### src/ttsch_pkg.sv
package ttsch_pkg;

    // Table size and the widths that follow from it.
    localparam int SLOTS  = 16;
    localparam int SLOT_W = (SLOTS > 1) ? $clog2(SLOTS) : 1;
    localparam int CNT_W  = $clog2(SLOTS + 1);

    // Field widths.
    localparam int ID_W   = 31;
    localparam int TIME_W = 48;
    localparam int IVL_W  = 31;
    localparam int SPAN_W = 41;
    localparam int DL_W   = TIME_W + 1;
    localparam int DIFF_W = DL_W + 1;
    localparam int WAIT_W = 41;

    // Constants.
    localparam logic [ID_W-1:0]   ID_TOP    = {ID_W{1'b1}};
    localparam logic [WAIT_W-1:0] WAIT_MAX  = 41'd2147483647000;
    localparam logic [SPAN_W-1:0] MS_TO_US  = 41'd1000;

    // Command codes.
    typedef enum logic [1:0] {
        CMD_SCHEDULE = 2'd0,
        CMD_CANCEL   = 2'd1,
        CMD_TICK     = 2'd2,
        CMD_QUERY    = 2'd3
    } t_cmd;

    // Result kinds.
    typedef enum logic [2:0] {
        KIND_ID    = 3'd0,
        KIND_FULL  = 3'd1,
        KIND_FIRED = 3'd2,
        KIND_WAIT  = 3'd3,
        KIND_NONE  = 3'd4
    } t_kind;

    // Sequencer states.
    typedef enum logic [1:0] {
        ST_IDLE,
        ST_SCAN,
        ST_DONE,
        ST_CLAMP
    } t_state;

    // One slot of the table; the span is the interval already in microseconds.
    typedef struct packed {
        logic [ID_W-1:0]   id;
        logic [SPAN_W-1:0] span;
        logic              rep;
        logic [TIME_W-1:0] start;
    } t_slot_entry;

    // Write request towards the slot memory.
    typedef struct packed {
        logic              en;
        logic [SLOT_W-1:0] addr;
        t_slot_entry       entry;
    } t_slot_wr;

    // Next id after c: steps by one, skips zero and the reserved top value.
    function automatic logic [ID_W-1:0] next_id(input logic [ID_W-1:0] c);
        logic [ID_W-1:0] s;
        s = c + ID_W'(1);
        if (s == ID_TOP || s == '0) begin
            s = ID_W'(1);
        end
        return s;
    endfunction

endpackage

### src/timer_table_scheduler.sv
// Timer slot table driven by single commands. A transaction is taken when
// start is high and busy is low; busy then stays high while the table is walked,
// and the final result of a command appears in the same cycle as busy falls.
// Each command walks the whole table through one memory read port and one
// shared deadline adder and comparator, one slot a cycle; cancel, tick and
// query walk it once, and schedule walks it once more for every candidate id
// it has to skip because that id is already held by a slot. Results appear on
// o_strobe for exactly one cycle each and cannot be held off; a tick gives one
// result per fired timer, in slot order as the walk finds them, and o_last
// marks the final result of a command.
// Cancel, and a tick that fires nothing, give no result at all.
module timer_table_scheduler
    import ttsch_pkg::*;
(
    input  logic              i_clk,
    input  logic              i_rst_n,
    input  logic              start,
    output logic              busy,
    input  logic [1:0]        i_command,
    input  logic [TIME_W-1:0] i_now_us,
    input  logic [IVL_W-1:0]  i_interval_ms,
    input  logic              i_repeat_flag,
    input  logic [ID_W-1:0]   i_cancel_id,
    output logic              o_strobe,
    output logic [2:0]        o_result_kind,
    output logic [ID_W-1:0]   o_task_id,
    output logic [WAIT_W-1:0] o_wait_us,
    output logic              o_last
);

    // Sequencer and control state.
    t_state             r_state, n_state;
    logic [CNT_W-1:0]   r_cnt, n_cnt;
    logic [SLOTS-1:0]   r_used, n_used;
    logic [ID_W-1:0]    r_last_id, n_last_id;
    logic               r_free_found, n_free_found;
    logic [SLOT_W-1:0]  r_free_idx, n_free_idx;
    logic               r_cand_hit, n_cand_hit;
    logic               r_found, n_found;
    logic               r_pend_valid, n_pend_valid;
    logic               r_strobe, n_strobe;

    // Latched command and working values.
    t_cmd               r_cmd, n_cmd;
    logic [TIME_W-1:0]  r_now, n_now;
    logic [SPAN_W-1:0]  r_span, n_span;
    logic               r_rep, n_rep;
    logic [ID_W-1:0]    r_cid, n_cid;
    logic [ID_W-1:0]    r_cand, n_cand;
    logic [DL_W-1:0]    r_best, n_best;
    logic [DIFF_W-1:0]  r_diff, n_diff;
    logic [ID_W-1:0]    r_pend_id, n_pend_id;

    // Result registers.
    t_kind              r_kind, n_kind;
    logic [ID_W-1:0]    r_tid, n_tid;
    logic [WAIT_W-1:0]  r_wait, n_wait;
    logic               r_last, n_last;

    // Memory interface and shared unit.
    t_slot_wr           mem_wr;
    logic [SLOT_W-1:0]  mem_rd_addr;
    t_slot_entry        mem_rd;
    logic               accept;
    logic               scan_end;
    logic [SLOT_W-1:0]  ev_idx;
    logic               ev_used;
    logic [DL_W-1:0]    deadline;
    logic [DL_W-1:0]    cmp_b;
    logic               dl_less;
    logic [ID_W-1:0]    eq_b;
    logic               id_eq;

    ttsch_slot_mem u_mem (
        .i_clk     (i_clk),
        .i_wr      (mem_wr),
        .i_rd_addr (mem_rd_addr),
        .o_rd_data (mem_rd)
    );

    assign accept   = start && (r_state == ST_IDLE);
    assign scan_end = (r_cnt == CNT_W'(SLOTS));

    // The slot under evaluation is the one addressed in the previous cycle.
    assign mem_rd_addr = r_cnt[SLOT_W-1:0];
    assign ev_idx      = SLOT_W'(r_cnt - CNT_W'(1));
    assign ev_used     = r_used[ev_idx];

    // Shared deadline adder with one comparator for tick and query.
    assign deadline = DL_W'(mem_rd.start) + DL_W'(mem_rd.span);
    assign cmp_b    = (r_cmd == CMD_TICK) ? DL_W'(r_now) : r_best;
    assign dl_less  = deadline < cmp_b;

    // Shared id comparator for the candidate check and for cancel.
    assign eq_b  = (r_cmd == CMD_SCHEDULE) ? r_cand : r_cid;
    assign id_eq = (mem_rd.id == eq_b);

    // Next state.
    always_comb begin
        n_state = r_state;
        unique case (r_state)
            ST_IDLE: begin
                if (start) begin
                    n_state = ST_SCAN;
                end
            end
            ST_SCAN: begin
                if (scan_end) begin
                    n_state = ST_DONE;
                end
            end
            ST_DONE: begin
                if (r_cmd == CMD_SCHEDULE && r_free_found && r_cand_hit) begin
                    n_state = ST_SCAN;
                end else if (r_cmd == CMD_QUERY && r_found) begin
                    n_state = ST_CLAMP;
                end else begin
                    n_state = ST_IDLE;
                end
            end
            ST_CLAMP: begin
                n_state = ST_IDLE;
            end
            default: begin
                n_state = ST_IDLE;
            end
        endcase
    end

    // Datapath and result control.
    always_comb begin
        n_cnt        = r_cnt;
        n_used       = r_used;
        n_last_id    = r_last_id;
        n_free_found = r_free_found;
        n_free_idx   = r_free_idx;
        n_cand_hit   = r_cand_hit;
        n_found      = r_found;
        n_pend_valid = r_pend_valid;
        n_cmd        = r_cmd;
        n_now        = r_now;
        n_span       = r_span;
        n_rep        = r_rep;
        n_cid        = r_cid;
        n_cand       = r_cand;
        n_best       = r_best;
        n_diff       = r_diff;
        n_pend_id    = r_pend_id;
        n_strobe     = 1'b0;
        n_kind       = r_kind;
        n_tid        = r_tid;
        n_wait       = r_wait;
        n_last       = r_last;
        mem_wr       = '0;

        unique case (r_state)
            ST_IDLE: begin
                // Take the command and prime the scan.
                if (accept) begin
                    n_cmd        = t_cmd'(i_command);
                    n_now        = i_now_us;
                    n_span       = SPAN_W'(i_interval_ms) * MS_TO_US;
                    n_rep        = i_repeat_flag;
                    n_cid        = i_cancel_id;
                    n_cand       = next_id(r_last_id);
                    n_cnt        = '0;
                    n_free_found = 1'b0;
                    n_cand_hit   = 1'b0;
                    n_found      = 1'b0;
                    n_pend_valid = 1'b0;
                end
            end

            ST_SCAN: begin
                n_cnt = r_cnt + CNT_W'(1);
                if (r_cnt != '0) begin
                    unique case (r_cmd)
                        CMD_SCHEDULE: begin
                            if (!ev_used && !r_free_found) begin
                                n_free_found = 1'b1;
                                n_free_idx   = ev_idx;
                            end
                            if (ev_used && id_eq) begin
                                n_cand_hit = 1'b1;
                            end
                        end
                        CMD_CANCEL: begin
                            if (ev_used && id_eq && r_cid != '0) begin
                                n_used[ev_idx] = 1'b0;
                            end
                        end
                        CMD_TICK: begin
                            if (ev_used && dl_less) begin
                                // Restart or free the slot.
                                if (mem_rd.rep) begin
                                    mem_wr.en          = 1'b1;
                                    mem_wr.addr        = ev_idx;
                                    mem_wr.entry       = mem_rd;
                                    mem_wr.entry.start = r_now;
                                end else begin
                                    n_used[ev_idx] = 1'b0;
                                end
                                // The previous fire is now known not to be the last.
                                if (r_pend_valid) begin
                                    n_strobe = 1'b1;
                                    n_kind   = KIND_FIRED;
                                    n_tid    = r_pend_id;
                                    n_wait   = '0;
                                    n_last   = 1'b0;
                                end
                                n_pend_valid = 1'b1;
                                n_pend_id    = mem_rd.id;
                            end
                        end
                        CMD_QUERY: begin
                            if (ev_used && (!r_found || dl_less)) begin
                                n_found = 1'b1;
                                n_best  = deadline;
                            end
                        end
                        default: begin
                        end
                    endcase
                end
            end

            ST_DONE: begin
                unique case (r_cmd)
                    CMD_SCHEDULE: begin
                        if (!r_free_found) begin
                            n_strobe = 1'b1;
                            n_kind   = KIND_FULL;
                            n_tid    = '0;
                            n_wait   = '0;
                            n_last   = 1'b1;
                        end else if (r_cand_hit) begin
                            // Candidate is taken: try the next one.
                            n_cand     = next_id(r_cand);
                            n_cand_hit = 1'b0;
                            n_cnt      = '0;
                        end else begin
                            mem_wr.en          = 1'b1;
                            mem_wr.addr        = r_free_idx;
                            mem_wr.entry.id    = r_cand;
                            mem_wr.entry.span  = r_span;
                            mem_wr.entry.rep   = r_rep;
                            mem_wr.entry.start = r_now;
                            n_used[r_free_idx] = 1'b1;
                            n_last_id          = r_cand;
                            n_strobe           = 1'b1;
                            n_kind             = KIND_ID;
                            n_tid              = r_cand;
                            n_wait             = '0;
                            n_last             = 1'b1;
                        end
                    end
                    CMD_TICK: begin
                        if (r_pend_valid) begin
                            n_strobe = 1'b1;
                            n_kind   = KIND_FIRED;
                            n_tid    = r_pend_id;
                            n_wait   = '0;
                            n_last   = 1'b1;
                        end
                        n_pend_valid = 1'b0;
                    end
                    CMD_QUERY: begin
                        if (!r_found) begin
                            n_strobe = 1'b1;
                            n_kind   = KIND_NONE;
                            n_tid    = '0;
                            n_wait   = '0;
                            n_last   = 1'b1;
                        end else begin
                            n_diff = {1'b0, r_best} - DIFF_W'(r_now);
                        end
                    end
                    default: begin
                    end
                endcase
            end

            ST_CLAMP: begin
                // Clamp at zero and saturate at WAIT_MAX, the largest interval in microseconds.
                n_strobe = 1'b1;
                n_kind   = KIND_WAIT;
                n_tid    = '0;
                n_last   = 1'b1;
                if (r_diff[DIFF_W-1]) begin
                    n_wait = '0;
                end else if (r_diff > DIFF_W'(WAIT_MAX)) begin
                    n_wait = WAIT_MAX;
                end else begin
                    n_wait = r_diff[WAIT_W-1:0];
                end
            end

            default: begin
            end
        endcase
    end

    // Control registers.
    always_ff @(posedge i_clk) begin
        if (!i_rst_n) begin
            r_state      <= ST_IDLE;
            r_cnt        <= '0;
            r_used       <= '0;
            r_last_id    <= '0;
            r_free_found <= 1'b0;
            r_cand_hit   <= 1'b0;
            r_found      <= 1'b0;
            r_pend_valid <= 1'b0;
            r_strobe     <= 1'b0;
        end else begin
            r_state      <= n_state;
            r_cnt        <= n_cnt;
            r_used       <= n_used;
            r_last_id    <= n_last_id;
            r_free_found <= n_free_found;
            r_cand_hit   <= n_cand_hit;
            r_found      <= n_found;
            r_pend_valid <= n_pend_valid;
            r_strobe     <= n_strobe;
        end
    end

    // Payload registers.
    always_ff @(posedge i_clk) begin
        r_free_idx <= n_free_idx;
        r_cmd      <= n_cmd;
        r_now      <= n_now;
        r_span     <= n_span;
        r_rep      <= n_rep;
        r_cid      <= n_cid;
        r_cand     <= n_cand;
        r_best     <= n_best;
        r_diff     <= n_diff;
        r_pend_id  <= n_pend_id;
        r_kind     <= n_kind;
        r_tid      <= n_tid;
        r_wait     <= n_wait;
        r_last     <= n_last;
    end

    assign busy          = (r_state != ST_IDLE);
    assign o_strobe      = r_strobe;
    assign o_result_kind = r_kind;
    assign o_task_id     = r_tid;
    assign o_wait_us     = r_wait;
    assign o_last        = r_last;

    // An accepted transaction always starts a table walk.
    a_accept_busy: assert property (@(posedge i_clk) disable iff (!i_rst_n)
        start && !busy |=> busy)
        else $error("accepted transaction did not start a scan");

    // A table-full report is a single result carrying no id.
    a_full_single: assert property (@(posedge i_clk) disable iff (!i_rst_n)
        o_strobe && o_result_kind == KIND_FULL |-> o_last && o_task_id == '0)
        else $error("table-full result malformed");

    // An assigned id is never zero nor the reserved top value.
    a_id_legal: assert property (@(posedge i_clk) disable iff (!i_rst_n)
        o_strobe && o_result_kind == KIND_ID |-> o_task_id != '0 && o_task_id != ID_TOP)
        else $error("illegal id assigned");

    // The clamp cycle always produces the final wait result.
    a_clamp_out: assert property (@(posedge i_clk) disable iff (!i_rst_n)
        r_state == ST_CLAMP |=> o_strobe && o_last && o_result_kind == KIND_WAIT)
        else $error("query did not report a wait");

    // No fired timer is left pending once the block is idle.
    a_no_pend_idle: assert property (@(posedge i_clk) disable iff (!i_rst_n)
        r_state == ST_IDLE |-> !r_pend_valid)
        else $error("fired timer lost at end of tick");

endmodule

### src/ttsch_slot_mem.sv
module ttsch_slot_mem
    import ttsch_pkg::*;
(
    input  logic              i_clk,
    input  t_slot_wr          i_wr,
    input  logic [SLOT_W-1:0] i_rd_addr,
    output t_slot_entry       o_rd_data
);

    // Slot contents; occupancy is tracked outside, so no reset here.
    t_slot_entry r_mem [SLOTS];
    t_slot_entry r_rd_data;

    // One write port and one registered read port.
    always_ff @(posedge i_clk) begin
        if (i_wr.en) begin
            r_mem[i_wr.addr] <= i_wr.entry;
        end
        r_rd_data <= r_mem[i_rd_addr];
    end

    assign o_rd_data = r_rd_data;

endmodule

### config.mk
export PLATFORM = sky130hd
export DESIGN_NAME = timer_table_scheduler
export DESIGN_NICKNAME = d
export VERILOG_FILES = /design/src/ttsch_pkg.sv /design/src/timer_table_scheduler.sv /design/src/ttsch_slot_mem.sv
export SDC_FILE = /design/constraint.sdc
export NUM_CORES = 2
export LEC_CHECK = 0
export ABC_AREA = 1
export BUFFER_PORTS_ARGS = -buffer_cell sky130_fd_sc_hd__buf_2
export CAP_MARGIN = 10
export CORE_MARGIN = 2
export CORE_UTILIZATION = 63
export DETAILED_ROUTE_END_ITERATION = 10
export PLACE_DENSITY_LB_ADDON = 0.08
export SYNTH_ARGS = -nofsm -noshare
export SYNTH_HDL_FRONTEND = slang
export SYNTH_SLANG_ARGS = --single-unit
### constraint.sdc
create_clock -name i_clk -period 11.5 [get_ports i_clk]
set_input_delay 1.15 -clock i_clk [delete_from_list [all_inputs] [get_ports i_clk]]
set_output_delay 1.15 -clock i_clk [all_outputs]
set_load 0.01 [all_outputs]
==> impl_metrics.py <==
metrics = {
    "run_status": {
        "run_status": "finished, final reports clean",
    },
    "worst_hold_path": {
        "hold_depth": 1,
        "hold_path_end": "r_now[33]",
        "worst_hold_path_type": "in -> reg",
        "hp-start": "i_now_us[33]",
    },
    "synthesis": {
        "synthFlopType": "sky130_fd_sc_hd__edfxtp_1",
        "synth-warning-count": 0,
        "post-synth-top-area-cell": "sky130_fd_sc_hd__edfxtp_1",
        "post_syn_area_per_cell_sq_um": 11.3,
        "synth_top_cells_by_area": "sky130_fd_sc_hd__edfxtp_1 62%, sky130_fd_sc_hd__o21ai_0 5.4%, sky130_fd_sc_hd__nor2_1 5.0%",
        "synth.distinct_cells": 59,
        "synth_nets": 10267,
        "part_of_the_yosys_area_used_for_sequential_elements_pct": 65.7,
        "synth-edff-count": 2297,
        "synth-seq-cells": 2477,
        "synth.top_cells.by_count": "2297 x sky130_fd_sc_hd__edfxtp_1, 1477 x sky130_fd_sc_hd__nor2_1, 1331 x sky130_fd_sc_hd__nand2_1",
        "synth_top_cell_area_share_pct": 62.4,
        "asyncSetResetFlopFracSynth_pct": 0,
        "synth_most_common_cell": "sky130_fd_sc_hd__edfxtp_1",
        "synth_area_sq_um": 110000,
        "gate_count_of_the_mapped_netlist": 9796,
    },
    "final_layout": {
        "layout.filler_cells": 12462,
        "postLayoutCellArea_sq_um": 122000,
        "fin_nets": 10345,
        "finish.cell_count_without_fillers": 12422,
        "final_layout_size_suffix_gt1_share_pct": 7.85,
        "layout-area-overhead-vs-synth_pct": 10.3,
    },
    "floorplanning": {
        "ios": 194,
        "initial_core_util_pct": 63.5,
        "core-area_sq_um": 174000,
        "die_h_um": 423,
        "site_rows": 153,
        "die-area_sq_um": 179000,
        "die_w_um": 423,
    },
    "sta": {
        "rsz0062_at_grt": "no",
        "final-max-slew-violation-count": 0,
        "worst_pin_slew_ns": 1.33,
        "period_share_pct": 69.2,
        "finalWorstPathRequiredPeriod_ns": 7.96,
        "final_skew_ns": 0.0600,
        "report.final.hold_viol_count": 0,
        "hold_worst_slack_ns": 0.430,
        "setup_viol_count_final": 0,
        "setup-tns-final_ns": 0,
        "max_freq_mhz": 126,
        "worst_slew_margin_rel_pct": 11.5,
    },
    "global_routing": {
        "antenna_found_initial": 33,
        "grt_usage_pct": 35.0,
        "grt_overflow": 0,
        "wire_length_of_the_first_global_routing_pass_um": 467000,
        "first_global_vias": 74711,
        "grt_max_degree": 235,
    },
    "clock_network": {
        "cts_post_setup_buffers_inserted": 0,
        "cts.path.max_buffers": 3,
        "cts_hold_buffers": 0,
        "cts_htree_levels": 4,
        "cts.sink_count": 2477,
        "cts-root-buf": "sky130_fd_sc_hd__clkbuf_16",
        "cts_buffers": 237,
        "clk_pin_slew_worst_paths_ns": 0.06,
        "post_cts_resize_count": 0,
        "tritoncts": "built",
        "clk_latency_ns": 0.91,
    },
    "worst_setup_path": {
        "cell_occurring_most_often_along_the_worst_timing_path": "sky130_fd_sc_hd__a21oi_1",
        "rr_endpoint": "u_mem.r_mem[8][36]",
        "worst-r2r-setup-slack_ns": 3.54,
        "endpoint_class_of_the_critical_path": "flip-flop",
        "crit_family": "compound AO/OA/AOI/OAI gates",
        "rr_worst_depth": 22,
        "worst_r2r_startpoint": "u_mem.o_rd_data[0]",
        "cp-start-kind": "flip-flop",
        "timing.critical_path.cells": "ha_1, fa_1, nand3_1, nand3_1, a21oi_1, o21bai_1, a21oi_1, o21ai_0, nand4_1, a21oi_1, ha_1, a21oi_1, o21ai_0, a21oi_1, nand2_1, a21oi_1, nand4_4, buf_4, nand2_2, nand3_1, nor2_4, buf_4",
        "cp_num_buf_inv": 2,
        "timing.critical_path.slowest_stage_cell": "sky130_fd_sc_hd__nor2_4",
        "required_ns": 12.01,
        "timing_worst_setup_path_type": "reg -> reg",
        "worst-endpoint-arrival_ns": 8.47,
        "max_fanout_on_critical_path": 36,
        "critPathMaxStageDelay_ns": 0.77,
    },
    "power_and_ir_drop": {
        "report.power.total_w": 0.0264,
        "cellInternalPower_w": 0.0172,
        "p_seq_share_pct": 41.9,
        "cellPowerDensity_nw_per_um2": 217,
        "irDropWorstVdd_mv": 0.311,
        "switching_share_pct": 35.0,
        "pwr-share-comb_pct": 28.4,
        "p_leak_nw": 39.3,
        "net-switching-power_w": 0.00925,
        "p_clk_share_pct": 29.7,
    },
    "route": {
        "routed_wl_um": 317000,
        "vias_after_detailed_routing": 78637,
        "drt-initial-drc-count": 10458,
        "dr_vias_cell": 6.33,
        "antenna_violating_nets_post_route": 0,
        "avgRoutedWirePerCell_um": 25.5,
        "drt_drc_violations_left": 0,
        "drtPass1Iterations": 8,
    },
    "placed_design": {
        "place.gp.congestion": 0.953,
        "dpl-instance-area_sq_um": 114000,
        "hpwl_um": 193000,
        "buffer_ports.inserted": 193,
        "place_inst": 11948,
    },
    "job": {
        "max_cap_viol_count": 0,
    },
}
==> registers in the layout, summed over array words and instances (netlist names), 5 cells and up <==
signal and flops:
u_mem.r_mem 1936, u_mem.o_rd_data 121, r_diff 50, r_best 49, r_now 48, o_wait_us 41
r_span 38, o_task_id 31, r_cand 31, r_cid 31, r_last_id 31, r_pend_id 31
r_used 16, r_cnt 5
==> layout by cell type (no fill, tap or decap), types with 24 or more instances in the layout <==
master / n
sky130_fd_sc_hd__clkbuf_1: 56
sky130_fd_sc_hd__o22ai_1: 313
sky130_fd_sc_hd__o211ai_1: 58
sky130_fd_sc_hd__clkbuf_16: 242
sky130_fd_sc_hd__xor2_1: 95
sky130_fd_sc_hd__nor2_1: 1457
sky130_fd_sc_hd__fa_1: 116
sky130_fd_sc_hd__clkinv_1: 41
sky130_fd_sc_hd__nand3_1: 447
sky130_fd_sc_hd__inv_1: 662
sky130_fd_sc_hd__o21ai_0: 1191
sky130_fd_sc_hd__a21oi_1: 229
sky130_fd_sc_hd__o32ai_1: 31
sky130_fd_sc_hd__dfxtp_1: 177
sky130_fd_sc_hd__nand2_1: 1331
sky130_fd_sc_hd__o221ai_1: 205
sky130_fd_sc_hd__a31oi_1: 42
sky130_fd_sc_hd__nor2_4: 24
sky130_fd_sc_hd__clkinv_2: 40
sky130_fd_sc_hd__buf_2: 193
sky130_fd_sc_hd__nor3_1: 28
sky130_fd_sc_hd__nor4_1: 24
sky130_fd_sc_hd__xnor2_1: 45
sky130_fd_sc_hd__edfxtp_1: 2297
sky130_fd_sc_hd__buf_4: 130
sky130_fd_sc_hd__ha_1: 235
sky130_fd_sc_hd__nand4_1: 114
==> metal layers <==
| metal | vias to the layer above | GRT usage, % | wire, um | part of all wire (%) |
|---|---|---|---|---|
| met3 | 663 | 6.87 | 37000 | 12 |
| met5 | - | 0 | 119 | 0.038 |
| met2 | 4579 | 53.5 | 143000 | 45 |
| met4 | 18 | 13.6 | 12600 | 4.0 |
| met1 | 38164 | 49.9 | 124000 | 39 |
| li1 | 35213 | - | - | - |
==> area by class of cell <==
type                            count  area [sq um]  area share, %
Sequential cell                  2477         72600           59.6
Multi-Input combinational cell   6138         33500           27.5
Clock buffer                      321          6580           5.40
Tap cell                         2325          2910           2.39
Inverter                          681          2610           2.14
Timing Repair Buffer              339          2260           1.86
Clock inverter                    130          1350           1.11
Antenna cell                       11          27.5         0.0226
==> kinds of logic after synthesis <==
family / share of synthesized area [%]
compound gates: 11.3
xor+xnor: 1.14
fa+ha+maj: 4.81
buf+inv: 4.14
flops: 65.7
simple gates: 12.9
==> worst register-to-register path: stages (launching register included) <==
cell and delay, ns:
sky130_fd_sc_hd__dfxtp_1 0.32, sky130_fd_sc_hd__ha_1 0.19, sky130_fd_sc_hd__fa_1 0.26, sky130_fd_sc_hd__nand3_1 0.09, sky130_fd_sc_hd__nand3_1 0.11, sky130_fd_sc_hd__a21oi_1 0.12
sky130_fd_sc_hd__o21bai_1 0.39, sky130_fd_sc_hd__a21oi_1 0.20, sky130_fd_sc_hd__o21ai_0 0.51, sky130_fd_sc_hd__nand4_1 0.37, sky130_fd_sc_hd__a21oi_1 0.29, sky130_fd_sc_hd__ha_1 0.30
sky130_fd_sc_hd__a21oi_1 0.14, sky130_fd_sc_hd__o21ai_0 0.10, sky130_fd_sc_hd__a21oi_1 0.13, sky130_fd_sc_hd__nand2_1 0.07, sky130_fd_sc_hd__a21oi_1 0.76, sky130_fd_sc_hd__nand4_4 0.76
sky130_fd_sc_hd__buf_4 0.51, sky130_fd_sc_hd__nand2_2 0.12, sky130_fd_sc_hd__nand3_1 0.20, sky130_fd_sc_hd__nor2_4 0.77, sky130_fd_sc_hd__buf_4 0.77
==> stage by stage <==
stage | util, % | setup WS, ns
4_1_cts | 70.0 | 3.45
3_5_place_dp | 65.4 | 3.47
6_report | 70.0 | 3.54
2_1_floorplan | - | 2.31
3_3_place_gp | 65.4 | 3.52
5_1_grt | 70.0 | 2.91
==> power by group through the flow <==
stage	Clock (W)	Combinational [W]	Sequential, W
CTS	0.00789	0.00740	0.0111
global placement	0	0.00725	0.0112
global route	0.00824	0.00825	0.0111
detailed placement	0	0.00735	0.0112
floorplan	0	0.00491	0.0111
finish	0.00785	0.00750	0.0111
==> worst max path at each step <==
stage / startpoint / end / slack, ns / depth (start not counted)
after floorplan: u_mem.o_rd_data[0] / u_mem.r_mem[9][0] / 2.31 / 24
after global placement: u_mem.o_rd_data[49] / u_mem.r_mem[15][22] / 3.52 / 24
after detailed placement: u_mem.o_rd_data[49] / u_mem.r_mem[15][22] / 3.47 / 23
after CTS: u_mem.o_rd_data[49] / u_mem.r_mem[8][82] / 3.45 / 22
after global routing: u_mem.o_rd_data[49] / u_mem.r_mem[11][24] / 2.91 / 23
final: u_mem.o_rd_data[0] / u_mem.r_mem[8][36] / 3.54 / 22
Power figures use the tool's default switching activity.
